<file path="config.mk">
export PLATFORM = sky130hd
export DESIGN_NAME = coloc_classify_manders_flat
export DESIGN_NICKNAME = d
export VERILOG_FILES = /design/src/rtl/core/ccm_pkg.sv /design/src/rtl/core/ccm_if.sv /design/src/rtl/core/ccm_front.sv /design/src/rtl/core/ccm_queue.sv /design/src/rtl/core/ccm_back.sv /design/src/rtl/core/coloc_classify_manders.sv /design/src/flat_wrapper.sv
export VERILOG_INCLUDE_DIRS = /design/src /design/src/rtl/core
export SDC_FILE = /design/constraint.sdc
export NUM_CORES = 1
export LEC_CHECK = 0
export BUFFER_PORTS_ARGS = -buffer_cell sky130_fd_sc_hd__buf_2
export CORE_AREA = 2 2 249 251
export CTS_BUF_LIST = sky130_fd_sc_hd__clkbuf_2 sky130_fd_sc_hd__clkbuf_4 sky130_fd_sc_hd__clkbuf_8
export CTS_CLUSTER_DIAMETER = 80
export DETAILED_ROUTE_END_ITERATION = 10
export DIE_AREA = 0 0 251 253
export PLACE_DENSITY_LB_ADDON = 0.1
export SYNTH_ARGS = -nofsm -noshare
export SYNTH_HDL_FRONTEND = slang
export SYNTH_SLANG_ARGS = --single-unit
export TNS_END_PERCENT = 100
</file>
<file path="constraint.sdc">
create_clock -name clk -period 16.4 [get_ports clk]
set_input_delay 3.28 -clock clk [delete_from_list [all_inputs] [get_ports clk]]
set_output_delay 3.28 -clock clk [all_outputs]
set_load 0.1 [all_outputs]
</file>
<file path="src/rtl/core/coloc_classify_manders_assert.svh">
// assertion macros shared by the coloc_classify_manders rtl
// expects clk and rst in the scope of the including module
`ifndef COLOC_CLASSIFY_MANDERS_ASSERT_SVH
`define COLOC_CLASSIFY_MANDERS_ASSERT_SVH

// same-cycle implication
`define CCM_CHK_IMP(lbl, ante, cons) \
  lbl: assert property (@(posedge clk) disable iff (rst) (ante) |-> (cons)) \
    else $error("ccm check failed");

// next-cycle implication
`define CCM_CHK_NEXT(lbl, ante, cons) \
  lbl: assert property (@(posedge clk) disable iff (rst) (ante) |=> (cons)) \
    else $error("ccm check failed");

`endif

</file>
<file path="src/rtl/core/ccm_pkg.sv">
// types and constants of the colocalization classifier
// no dependencies
`timescale 1ns / 1ps

package ccm_pkg;

  localparam int DENSITY_BITS = 24;
  localparam int REGION_BITS  = 8;
  localparam int SUM_BITS     = 40;
  localparam int SUM_EXT      = SUM_BITS + 1;
  localparam int FRAC_BITS    = 16;
  localparam int RATIO_BITS   = FRAC_BITS + 1;
  localparam int STEP_BITS    = 4;
  localparam int CFG_IDX_BITS = 2;
  localparam int CFG_DATA_BITS = DENSITY_BITS;

  localparam logic [RATIO_BITS-1:0] RATIO_ONE = RATIO_BITS'(1) << FRAC_BITS;

  localparam logic [CFG_IDX_BITS-1:0] CFG_THR_OWN  = 2'd0;
  localparam logic [CFG_IDX_BITS-1:0] CFG_THR_PAR  = 2'd1;
  localparam logic [CFG_IDX_BITS-1:0] CFG_CORR_EN  = 2'd2;

  localparam logic [DENSITY_BITS-1:0] THR_RESET = DENSITY_BITS'(4096);

  typedef enum logic [1:0] {
    CLS_BG    = 2'd0,
    CLS_HIGH  = 2'd1,
    CLS_COLOC = 2'd2
  } class_code_t;

  typedef enum logic {
    KIND_CLASS = 1'b0,
    KIND_COEF  = 1'b1
  } result_kind_t;

  typedef enum logic [1:0] {
    BK_IDLE,
    BK_SETUP,
    BK_DIV,
    BK_EMIT
  } bk_state_t;

  typedef enum logic [1:0] {
    PH_PRE,
    PH_CLASS,
    PH_POST
  } phase_t;

  typedef struct packed {
    logic                    close_pre;
    logic [REGION_BITS-1:0]  pre_region;
    logic [SUM_BITS-1:0]     pre_coloc;
    logic [SUM_BITS-1:0]     pre_total;
    class_code_t             cls;
    logic                    close_post;
    logic [REGION_BITS-1:0]  post_region;
    logic [SUM_BITS-1:0]     post_coloc;
    logic [SUM_BITS-1:0]     post_total;
  } ccm_job_t;

endpackage

</file>
<file path="src/rtl/core/ccm_if.sv">
// stream interfaces for localization words and result words
// depends on ccm_pkg
`timescale 1ns / 1ps

interface ccm_in_if import ccm_pkg::*; ();
  logic                    valid;
  logic                    ready;
  logic [REGION_BITS-1:0]  region_number;
  logic [DENSITY_BITS-1:0] density_own;
  logic [DENSITY_BITS-1:0] density_partner;
  logic                    partner_triangle_valid;
  logic                    partner_triangle_kept;
  logic                    end_of_stream;

  modport source (
    output valid, region_number, density_own, density_partner,
           partner_triangle_valid, partner_triangle_kept, end_of_stream,
    input  ready
  );
  modport sink (
    input  valid, region_number, density_own, density_partner,
           partner_triangle_valid, partner_triangle_kept, end_of_stream,
    output ready
  );
endinterface

interface ccm_out_if import ccm_pkg::*; ();
  logic                   valid;
  logic                   ready;
  logic                   result_kind;
  logic [1:0]             class_code;
  logic [REGION_BITS-1:0] closed_region;
  logic [RATIO_BITS-1:0]  manders_ratio;
  logic                   ratio_valid;
  logic                   last_of_run;

  modport source (
    output valid, result_kind, class_code, closed_region, manders_ratio,
           ratio_valid, last_of_run,
    input  ready
  );
  modport sink (
    input  valid, result_kind, class_code, closed_region, manders_ratio,
           ratio_valid, last_of_run,
    output ready
  );
endinterface

</file>
<file path="src/rtl/core/ccm_front.sv">
// front end: config registers, classification, per-region sums
// depends on ccm_pkg and ccm_in_if; pushes jobs into ccm_queue
`timescale 1ns / 1ps

module ccm_front import ccm_pkg::*; (
  input  logic                     clk,
  input  logic                     rst,
  input  logic                     cfg_wr_en,
  input  logic [CFG_IDX_BITS-1:0]  cfg_index,
  input  logic [CFG_DATA_BITS-1:0] cfg_wdata,
  ccm_in_if.sink                   items,
  input  logic                     q_full,
  output logic                     q_push,
  output ccm_job_t                 q_data
);

  logic [DENSITY_BITS-1:0] thr_own;
  logic [DENSITY_BITS-1:0] thr_par;
  logic                    corr_en;

  logic [REGION_BITS-1:0]  open_region;
  logic                    region_open;
  logic [SUM_BITS-1:0]     coloc_sum;
  logic [SUM_BITS-1:0]     total_sum;

  logic                    nz;
  logic                    change;
  logic                    fresh;
  logic [SUM_BITS-1:0]     base_c;
  logic [SUM_BITS-1:0]     base_t;
  logic [SUM_EXT-1:0]      add_c;
  logic [SUM_EXT-1:0]      add_t;
  logic [SUM_BITS-1:0]     coloc_next;
  logic [SUM_BITS-1:0]     total_next;
  logic [REGION_BITS-1:0]  region_next;
  logic                    open_next;
  logic                    close_post;
  class_code_t             cls;

  always_ff @(posedge clk) begin
    if (rst) begin
      thr_own <= THR_RESET;
      thr_par <= THR_RESET;
      corr_en <= 1'b1;
    end else if (cfg_wr_en) begin
      case (cfg_index)
        CFG_THR_OWN: thr_own <= cfg_wdata[DENSITY_BITS-1:0];
        CFG_THR_PAR: thr_par <= cfg_wdata[DENSITY_BITS-1:0];
        CFG_CORR_EN: corr_en <= cfg_wdata[0];
        default: ;
      endcase
    end
  end

  always_comb begin
    nz     = items.region_number != '0;
    change = nz && region_open && (items.region_number != open_region);
    fresh  = nz && (change || !region_open);
    base_c = fresh ? '0 : coloc_sum;
    base_t = fresh ? '0 : total_sum;

    cls = CLS_BG;
    if (nz && (items.density_own > thr_own)) begin
      if ((items.density_partner > thr_par) &&
          (!corr_en || (items.partner_triangle_valid && items.partner_triangle_kept)))
        cls = CLS_COLOC;
      else
        cls = CLS_HIGH;
    end

    add_c = {1'b0, base_c} + SUM_EXT'(items.density_own);
    add_t = {1'b0, base_t} + SUM_EXT'(items.density_own);
    coloc_next = base_c;
    total_next = base_t;
    if (cls == CLS_COLOC)
      coloc_next = add_c[SUM_BITS] ? '1 : add_c[SUM_BITS-1:0];
    if (cls != CLS_BG)
      total_next = add_t[SUM_BITS] ? '1 : add_t[SUM_BITS-1:0];

    region_next = nz ? items.region_number : open_region;
    open_next   = nz || region_open;
    close_post  = items.end_of_stream && open_next;

    q_data.close_pre   = change;
    q_data.pre_region  = open_region;
    q_data.pre_coloc   = coloc_sum;
    q_data.pre_total   = total_sum;
    q_data.cls         = cls;
    q_data.close_post  = close_post;
    q_data.post_region = region_next;
    q_data.post_coloc  = coloc_next;
    q_data.post_total  = total_next;
  end

  assign items.ready = !q_full;
  assign q_push      = items.valid && !q_full;

  always_ff @(posedge clk) begin
    if (rst) begin
      open_region <= '0;
      region_open <= 1'b0;
      coloc_sum   <= '0;
      total_sum   <= '0;
    end else if (q_push) begin
      open_region <= region_next;
      if (close_post) begin
        region_open <= 1'b0;
        coloc_sum   <= '0;
        total_sum   <= '0;
      end else begin
        region_open <= open_next;
        coloc_sum   <= coloc_next;
        total_sum   <= total_next;
      end
    end
  end

endmodule

</file>
<file path="src/rtl/core/ccm_queue.sv">
// two-word job queue between front and back end
// depends on ccm_pkg
`timescale 1ns / 1ps

module ccm_queue import ccm_pkg::*; (
  input  logic     clk,
  input  logic     rst,
  input  logic     push,
  input  ccm_job_t push_data,
  input  logic     pop,
  output ccm_job_t pop_data,
  output logic     full,
  output logic     empty
);

  ccm_job_t   mem [2];
  logic       wr_ptr;
  logic       rd_ptr;
  logic [1:0] count;

  assign full     = count == 2'd2;
  assign empty    = count == 2'd0;
  assign pop_data = mem[rd_ptr];

  always_ff @(posedge clk) begin
    if (push)
      mem[wr_ptr] <= push_data;
  end

  always_ff @(posedge clk) begin
    if (rst) begin
      wr_ptr <= 1'b0;
      rd_ptr <= 1'b0;
      count  <= 2'd0;
    end else begin
      if (push)
        wr_ptr <= !wr_ptr;
      if (pop)
        rd_ptr <= !rd_ptr;
      case ({push, pop})
        2'b10:   count <= count + 2'd1;
        2'b01:   count <= count - 2'd1;
        default: ;
      endcase
    end
  end

endmodule

</file>
<file path="src/rtl/core/ccm_back.sv">
// back end: result sequencing, radix-2 ratio divider, output register
// depends on ccm_pkg and ccm_out_if; pops jobs from ccm_queue
`timescale 1ns / 1ps
`include "coloc_classify_manders_assert.svh"

module ccm_back import ccm_pkg::*; (
  input  logic     clk,
  input  logic     rst,
  input  logic     q_empty,
  input  ccm_job_t q_data,
  output logic     q_pop,
  ccm_out_if.source results
);

  bk_state_t state, state_next;
  phase_t    phase;
  ccm_job_t  job;

  logic [SUM_BITS-1:0]   r;
  logic [SUM_BITS-1:0]   den;
  logic [FRAC_BITS-1:0]  q;
  logic [STEP_BITS-1:0]  cnt;
  logic [RATIO_BITS-1:0] res_ratio;
  logic                  res_valid;

  logic                   ph_coef;
  logic [SUM_BITS-1:0]    sel_c;
  logic [SUM_BITS-1:0]    sel_t;
  logic [REGION_BITS-1:0] sel_region;
  logic                   need_div;
  logic                   last;
  logic                   out_free;
  logic                   emit;
  logic [SUM_EXT-1:0]     r2;
  logic [SUM_EXT-1:0]     r_step;
  logic                   ge;
  logic [FRAC_BITS-1:0]   q_step;

  always_comb begin
    ph_coef    = phase != PH_CLASS;
    sel_c      = (phase == PH_PRE) ? job.pre_coloc  : job.post_coloc;
    sel_t      = (phase == PH_PRE) ? job.pre_total  : job.post_total;
    sel_region = (phase == PH_PRE) ? job.pre_region : job.post_region;
    need_div   = (sel_t != '0) && (sel_c < sel_t);
    last       = (phase == PH_POST) || ((phase == PH_CLASS) && !job.close_post);
    out_free   = !results.valid || results.ready;
    r2         = {r, 1'b0};
    ge         = r2 >= {1'b0, den};
    r_step     = ge ? (r2 - {1'b0, den}) : r2;
    q_step     = {q[FRAC_BITS-2:0], ge};
  end

  always_ff @(posedge clk) begin
    if (rst)
      state <= BK_IDLE;
    else
      state <= state_next;
  end

  always_comb begin
    state_next = state;
    q_pop      = 1'b0;
    emit       = 1'b0;
    unique case (state)
      BK_IDLE: begin
        if (!q_empty) begin
          q_pop      = 1'b1;
          state_next = BK_SETUP;
        end
      end
      BK_SETUP: begin
        state_next = (ph_coef && need_div) ? BK_DIV : BK_EMIT;
      end
      BK_DIV: begin
        if (cnt == '1)
          state_next = BK_EMIT;
      end
      BK_EMIT: begin
        if (out_free) begin
          emit       = 1'b1;
          state_next = last ? BK_IDLE : BK_SETUP;
        end
      end
      default: state_next = BK_IDLE;
    endcase
  end

  always_ff @(posedge clk) begin
    if (rst) begin
      phase <= PH_CLASS;
    end else if (q_pop) begin
      phase <= q_data.close_pre ? PH_PRE : PH_CLASS;
    end else if (emit) begin
      if (phase == PH_PRE)
        phase <= PH_CLASS;
      else if (phase == PH_CLASS)
        phase <= PH_POST;
    end
  end

  always_ff @(posedge clk) begin
    if (q_pop)
      job <= q_data;
    if (state == BK_SETUP) begin
      r         <= sel_c;
      den       <= sel_t;
      q         <= '0;
      cnt       <= '0;
      res_ratio <= (sel_t == '0) ? '0 : RATIO_ONE;
      res_valid <= sel_t != '0;
    end else if (state == BK_DIV) begin
      r   <= r_step[SUM_BITS-1:0];
      q   <= q_step;
      cnt <= cnt + 1'b1;
      if (cnt == '1)
        res_ratio <= {1'b0, q_step};
    end
  end

  always_ff @(posedge clk) begin
    if (rst)
      results.valid <= 1'b0;
    else if (emit)
      results.valid <= 1'b1;
    else if (results.ready)
      results.valid <= 1'b0;
  end

  always_ff @(posedge clk) begin
    if (emit) begin
      results.last_of_run <= last;
      if (ph_coef) begin
        results.result_kind   <= KIND_COEF;
        results.class_code    <= CLS_BG;
        results.closed_region <= sel_region;
        results.manders_ratio <= res_ratio;
        results.ratio_valid   <= res_valid;
      end else begin
        results.result_kind   <= KIND_CLASS;
        results.class_code    <= job.cls;
        results.closed_region <= '0;
        results.manders_ratio <= '0;
        results.ratio_valid   <= 1'b0;
      end
    end
  end

  `CCM_CHK_IMP(a_div_bounds, state == BK_DIV, (den != '0) && (r < den))
  `CCM_CHK_IMP(a_ratio_range, emit && ph_coef, res_ratio <= RATIO_ONE)
  `CCM_CHK_IMP(a_invalid_zero, emit && ph_coef && !res_valid, res_ratio == '0)

endmodule

</file>
<file path="src/rtl/core/coloc_classify_manders.sv">
// Colocalization classifier: takes one localization word per accepted
// transfer, gives its class and, whenever a region closes, the Manders ratio
// of that region. The front end takes a word every cycle while its two-word
// job queue has room; the back end pops one job at a time and emits the ratio
// of a region closed by a change of region number, then the class word, then
// the ratio of a region closed by end of stream, dividing when it is below one.
// Depends on ccm_pkg, ccm_if, ccm_front, ccm_queue and ccm_back.
`timescale 1ns / 1ps

module coloc_classify_manders import ccm_pkg::*; (
  input  logic                     clk,
  input  logic                     rst,
  input  logic                     cfg_wr_en,
  input  logic [CFG_IDX_BITS-1:0]  cfg_index,
  input  logic [CFG_DATA_BITS-1:0] cfg_wdata,
  ccm_in_if.sink                   items,
  ccm_out_if.source                results
);

  logic     q_push;
  logic     q_pop;
  logic     q_full;
  logic     q_empty;
  ccm_job_t push_data;
  ccm_job_t pop_data;

  ccm_front u_front (
    .clk       (clk),
    .rst       (rst),
    .cfg_wr_en (cfg_wr_en),
    .cfg_index (cfg_index),
    .cfg_wdata (cfg_wdata),
    .items     (items),
    .q_full    (q_full),
    .q_push    (q_push),
    .q_data    (push_data)
  );

  ccm_queue u_queue (
    .clk       (clk),
    .rst       (rst),
    .push      (q_push),
    .push_data (push_data),
    .pop       (q_pop),
    .pop_data  (pop_data),
    .full      (q_full),
    .empty     (q_empty)
  );

  ccm_back u_back (
    .clk     (clk),
    .rst     (rst),
    .q_empty (q_empty),
    .q_data  (pop_data),
    .q_pop   (q_pop),
    .results (results)
  );

endmodule

</file>
<file path="src/flat_wrapper.sv">
// flat-port wrapper written by rule: the top's interface ports become plain ports
module coloc_classify_manders_flat import ccm_pkg::*;
  (clk, rst, cfg_wr_en, cfg_index, cfg_wdata, items_valid, items_region_number, items_density_own, items_density_partner, items_partner_triangle_valid, items_partner_triangle_kept, items_end_of_stream, items_ready, results_valid, results_result_kind, results_class_code, results_closed_region, results_manders_ratio, results_ratio_valid, results_last_of_run, results_ready);
  ccm_in_if items_i ();
  ccm_out_if results_i ();
  input  logic clk;
  input  logic rst;
  input  logic cfg_wr_en;
  input  logic [CFG_IDX_BITS-1:0] cfg_index;
  input  logic [CFG_DATA_BITS-1:0] cfg_wdata;
  input wire logic [$bits(items_i.valid)-1:0] items_valid;
  input wire logic [$bits(items_i.region_number)-1:0] items_region_number;
  input wire logic [$bits(items_i.density_own)-1:0] items_density_own;
  input wire logic [$bits(items_i.density_partner)-1:0] items_density_partner;
  input wire logic [$bits(items_i.partner_triangle_valid)-1:0] items_partner_triangle_valid;
  input wire logic [$bits(items_i.partner_triangle_kept)-1:0] items_partner_triangle_kept;
  input wire logic [$bits(items_i.end_of_stream)-1:0] items_end_of_stream;
  output wire logic [$bits(items_i.ready)-1:0] items_ready;
  output wire logic [$bits(results_i.valid)-1:0] results_valid;
  output wire logic [$bits(results_i.result_kind)-1:0] results_result_kind;
  output wire logic [$bits(results_i.class_code)-1:0] results_class_code;
  output wire logic [$bits(results_i.closed_region)-1:0] results_closed_region;
  output wire logic [$bits(results_i.manders_ratio)-1:0] results_manders_ratio;
  output wire logic [$bits(results_i.ratio_valid)-1:0] results_ratio_valid;
  output wire logic [$bits(results_i.last_of_run)-1:0] results_last_of_run;
  input wire logic [$bits(results_i.ready)-1:0] results_ready;
  assign items_i.valid = items_valid;
  assign items_i.region_number = items_region_number;
  assign items_i.density_own = items_density_own;
  assign items_i.density_partner = items_density_partner;
  assign items_i.partner_triangle_valid = items_partner_triangle_valid;
  assign items_i.partner_triangle_kept = items_partner_triangle_kept;
  assign items_i.end_of_stream = items_end_of_stream;
  assign items_ready = items_i.ready;
  assign results_valid = results_i.valid;
  assign results_result_kind = results_i.result_kind;
  assign results_class_code = results_i.class_code;
  assign results_closed_region = results_i.closed_region;
  assign results_manders_ratio = results_i.manders_ratio;
  assign results_ratio_valid = results_i.ratio_valid;
  assign results_last_of_run = results_i.last_of_run;
  assign results_i.ready = results_ready;
  coloc_classify_manders u_core (.clk(clk), .rst(rst), .cfg_wr_en(cfg_wr_en), .cfg_index(cfg_index), .cfg_wdata(cfg_wdata), .items(items_i), .results(results_i));
endmodule
</file>
==> flow_metrics.env <==
export IMPL_synth_flop_cell="edfxtp_1"
export IMPL_synthCells=3133
export IMPL_fillers=4139
export IMPL_setup_viol=0
export IMPL_cp_slowest_stage_delay_ns=0.55
export IMPL_clk_pin_slew_ns=0.06
export IMPL_syn_area_um2=39170
export IMPL_synth_most_common_cell="edfxtp_1"
export IMPL_cts_max_level=4
export IMPL_worst_path_dominant_cell_family="simple AND/OR/NAND/NOR gates"
export IMPL_arrival_ns=8.52
export IMPL_synth_yosys_seq_area_share_pct=59.67
export IMPL_cp_num_buf_inv=2
export IMPL_worst_pin_slew_ns=1.144
export IMPL_firstDrtPassIters=6
export IMPL_dp_hpwl_um=59480
export IMPL_cts_setup_buffers=0
export IMPL_fin_util_pct=71.34
export IMPL_ys_ff_latch=834
export IMPL_syn_nets=3407
export IMPL_avgSynthCellArea_um2=12.50
export IMPL_start_util_pct=64.18
export IMPL_core_um2=61030
export IMPL_setup_tns_ns=0
export IMPL_io_pins=122
export IMPL_p_leak_nw=16.54
export IMPL_detail_route_wl_per_cell_um=20.68
export IMPL_track_usage_pct=27.47
export IMPL_p_sw_share_pct=33.12
export IMPL_cp_slowest_cell="or4_4"
export IMPL_layout_drive_gt1_share_pct=19.89
export IMPL_crit_path_start_kind="input port"
export IMPL_synth_edff_count=667
export IMPL_design_die_area_um2=63500
export IMPL_grt_pass1_wl_um=135200
export IMPL_dpl_worst_slack_ns=7.804
export IMPL_finalCritPeriodShare_pct=48.34
export IMPL_cts_hold_buf=0
export IMPL_grt_max_degree=117
export IMPL_status="finished clean"
export IMPL_path_cells="buf_2 -> or4_4 -> nor4b_4 -> a31o_4 -> buf_4 -> and2_1 -> ha_1 -> fa_1 -> a21o_1 -> a21oi_1 -> o21a_1 -> o21ai_0 -> nand3_1 -> o2bb2ai_1 -> nor3_2 -> nand3_1 -> xor2_1 -> o21ai_0"
export IMPL_vias=25490
export IMPL_area_delta_synth_final_pct=11.14
export IMPL_pwr_share_seq_pct=42.1
export IMPL_die_y_um=253
export IMPL_peakVddDrop_v=0.0001369
export IMPL_clockRootBuffer="clkbuf_8"
export IMPL_via_per_inst=6.057
export IMPL_clock_latency_ns=0.79
export IMPL_io_buffers=121
export IMPL_cp_required_ns=16.99
export IMPL_dr_first_iter_drc_count=1933
export IMPL_gp_congestion=0.9033
export IMPL_max_freq_mhz=126.1
export IMPL_hold_path_class="register to register"
export IMPL_synth_commonest_cells="667 x edfxtp_1, 250 x nand2_1, 228 x mux2_2"
export IMPL_async_flop_share_pct=0
export IMPL_cts_tree="yes"
export IMPL_crit_type="input port to register"
export IMPL_r2r_slack_ns=10.81
export IMPL_ys_types=88
export IMPL_slew_viol_final=0
export IMPL_comb_power_share_pct=32.4
export IMPL_timing_slew_headroom_pct=23.73
export IMPL_yosys_area_top_type="edfxtp_1"
export IMPL_grt_overflow=0
export IMPL_power_frac_clock_pct=25.5
export IMPL_skew_ns=0.03123
export IMPL_drtAntennaViolNets=0
export IMPL_routed_wirelength_um=87060
export IMPL_p_int_mw=4.926
export IMPL_cts_resized=0
export IMPL_synth_top_area_share_pct=51.13
export IMPL_drv_cap=0
export IMPL_cp_max_fo=43
export IMPL_fp_row_count=91
export IMPL_drcViolationCount=0
export IMPL_nets=3579
export IMPL_finalCriticalPeriod_ns=7.928
export IMPL_cts_buffers=136
export IMPL_powerDensity_nw_per_um2=169.2
export IMPL_worstSetupEndpointType="register"
export IMPL_p_switching_mw=2.440
export IMPL_clk_path_buf_depth=3
export IMPL_rsz0062_at_grt="false"
export IMPL_hold_viol=0
export IMPL_clock_sinks=834
export IMPL_fp_dieW_um=251
export IMPL_netlist_top_cells_area="edfxtp_1 51%, dfxtp_1 8.5%, mux2_2 6.6%"
export IMPL_synth_yosys_warnings=0
export IMPL_setup_ws_ns=8.472
export IMPL_grt_pass1_vias=25290
export IMPL_antenna_found_initial=1
## worst min-delay path, cell delays in order (launching register included)
cell and delay [ns]:
dfxtp_1 0.30, nand2_1 0.05, a21oi_1 0.05
## cell usage in the layout, fill, tap and decap left out, types with 10 or more instances in the layout
cell       instances
edfxtp_1         667
nand2_1          250
mux2_2           228
a21oi_1          205
ha_1             180
inv_1            173
dfxtp_1          166
nor2_1           160
clkbuf_8         156
o21ai_0          139
buf_2            121
a21o_1            80
and2_1            68
xor2_1            58
mux2i_1           56
xnor2_1           54
clkbuf_4          52
a22o_1            48
o21a_1            39
nand3_1           38
nor2b_1           35
nand4_1           31
buf_4             31
and3_1            27
nor3_1            26
nand2b_1          23
a31oi_1           23
o211ai_1          22
clkinv_2          15
nor4_1            12
a211oi_1          12
a2bb2oi_1         12
or3_1             11
a21oi_4           10
## cell type report
cell class | instances | area (um^2) | area share (%)
Clock buffer | 208 | 2537 | 5.828
Antenna cell | 1 | 2.502 | 0.005748
Tap cell | 790 | 988.4 | 2.270
Timing Repair Buffer | 153 | 858.3 | 1.972
Sequential cell | 834 | 23380 | 53.69
Multi-Input combinational cell | 2007 | 14740 | 33.86
Inverter | 173 | 649.4 | 1.492
Clock inverter | 43 | 381.6 | 0.8766
## stage by stage
stage / instance area (um^2) / hold WS (ns) / std cells / total power [mW]
after floorplan: 39170 / 0.4237 / 3133 / 4.941
after global placement: 40610 / 0.4443 / 3957 / 5.412
after detailed placement: 40610 / 0.4480 / 3957 / 5.507
after CTS: 43530 / 0.4561 / 4208 / 7.396
after global routing: 43540 / 0.4683 / 4209 / 7.758
final: 43540 / 0.4520 / 4209 / 7.366
## worst paths after layout
kind                                                   start                                       to  depth (start not counted)
setup / recovery                      items_region_number[2]      u_core.u_queue.mem[0][74]$_DFFE_PP_                         18
hold / removal       u_core.u_front.thr_own[23]$_SDFFE_PP0P_  u_core.u_front.thr_own[23]$_SDFFE_PP0P_                          2
setup reg to reg  u_core.u_front.open_region[5]$_SDFFE_PP0P_      u_core.u_queue.mem[0][74]$_DFFE_PP_                         17
hold reg to reg      u_core.u_front.thr_own[23]$_SDFFE_PP0P_  u_core.u_front.thr_own[23]$_SDFFE_PP0P_                          2
## power groups by stage
stage	Clock (mW)	Sequential, mW	Combinational (mW)
2_1_floorplan	0	3.20	1.74
3_3_place_gp	0	3.12	2.29
3_5_place_dp	0	3.14	2.36
4_1_cts	1.91	3.10	2.38
5_1_grt	2.00	3.14	2.62
6_report	1.87	3.10	2.39
## kinds of logic (layout without fill, tap and decap cells)
logic type	count (synthesis)	count (layout)	share of synthesized area, %
other cells	0	1	0
buf+inv	292	577	2.872
flops	834	834	59.67
mux	284	284	7.986
xor+xnor	112	112	2.504
simple gates	723	723	8.989
compound gates	704	704	12.05
fa+ha+maj	184	184	5.935
## routing by layer
metal / vias up / global-route usage, % / part of all wire, %
met1: 12450 / 38.34 / 45
met4: 0 / 10.65 / 2.9
li1: 12010 / - / -
met2: 849 / 43.16 / 46
met5: - / 0 / 0
met3: 184 / 5.037 / 6.0
## state kept, by name, indices dropped and copies added, names as in the netlist, 2 cells and up, named ones only
register and flops:
u_core.u_back.job 179, u_core.u_back.cnt 4, u_core.u_back.results.class_code 2, u_core.u_back.den 40
u_core.u_front.thr_par 24, u_core.u_front.total_sum 40, u_core.u_queue.count 2, u_core.u_front.open_region 8
u_core.u_queue.mem 360, u_core.u_back.q 15, u_core.u_front.coloc_sum 40, u_core.u_back.results.closed_region 8
u_core.u_back.state 2, u_core.u_back.results.manders_ratio 17, u_core.u_back.phase 2, u_core.u_front.thr_own 24
u_core.u_back.res_ratio 17, u_core.u_back.r 40
Power figures use the tool's default switching activity.
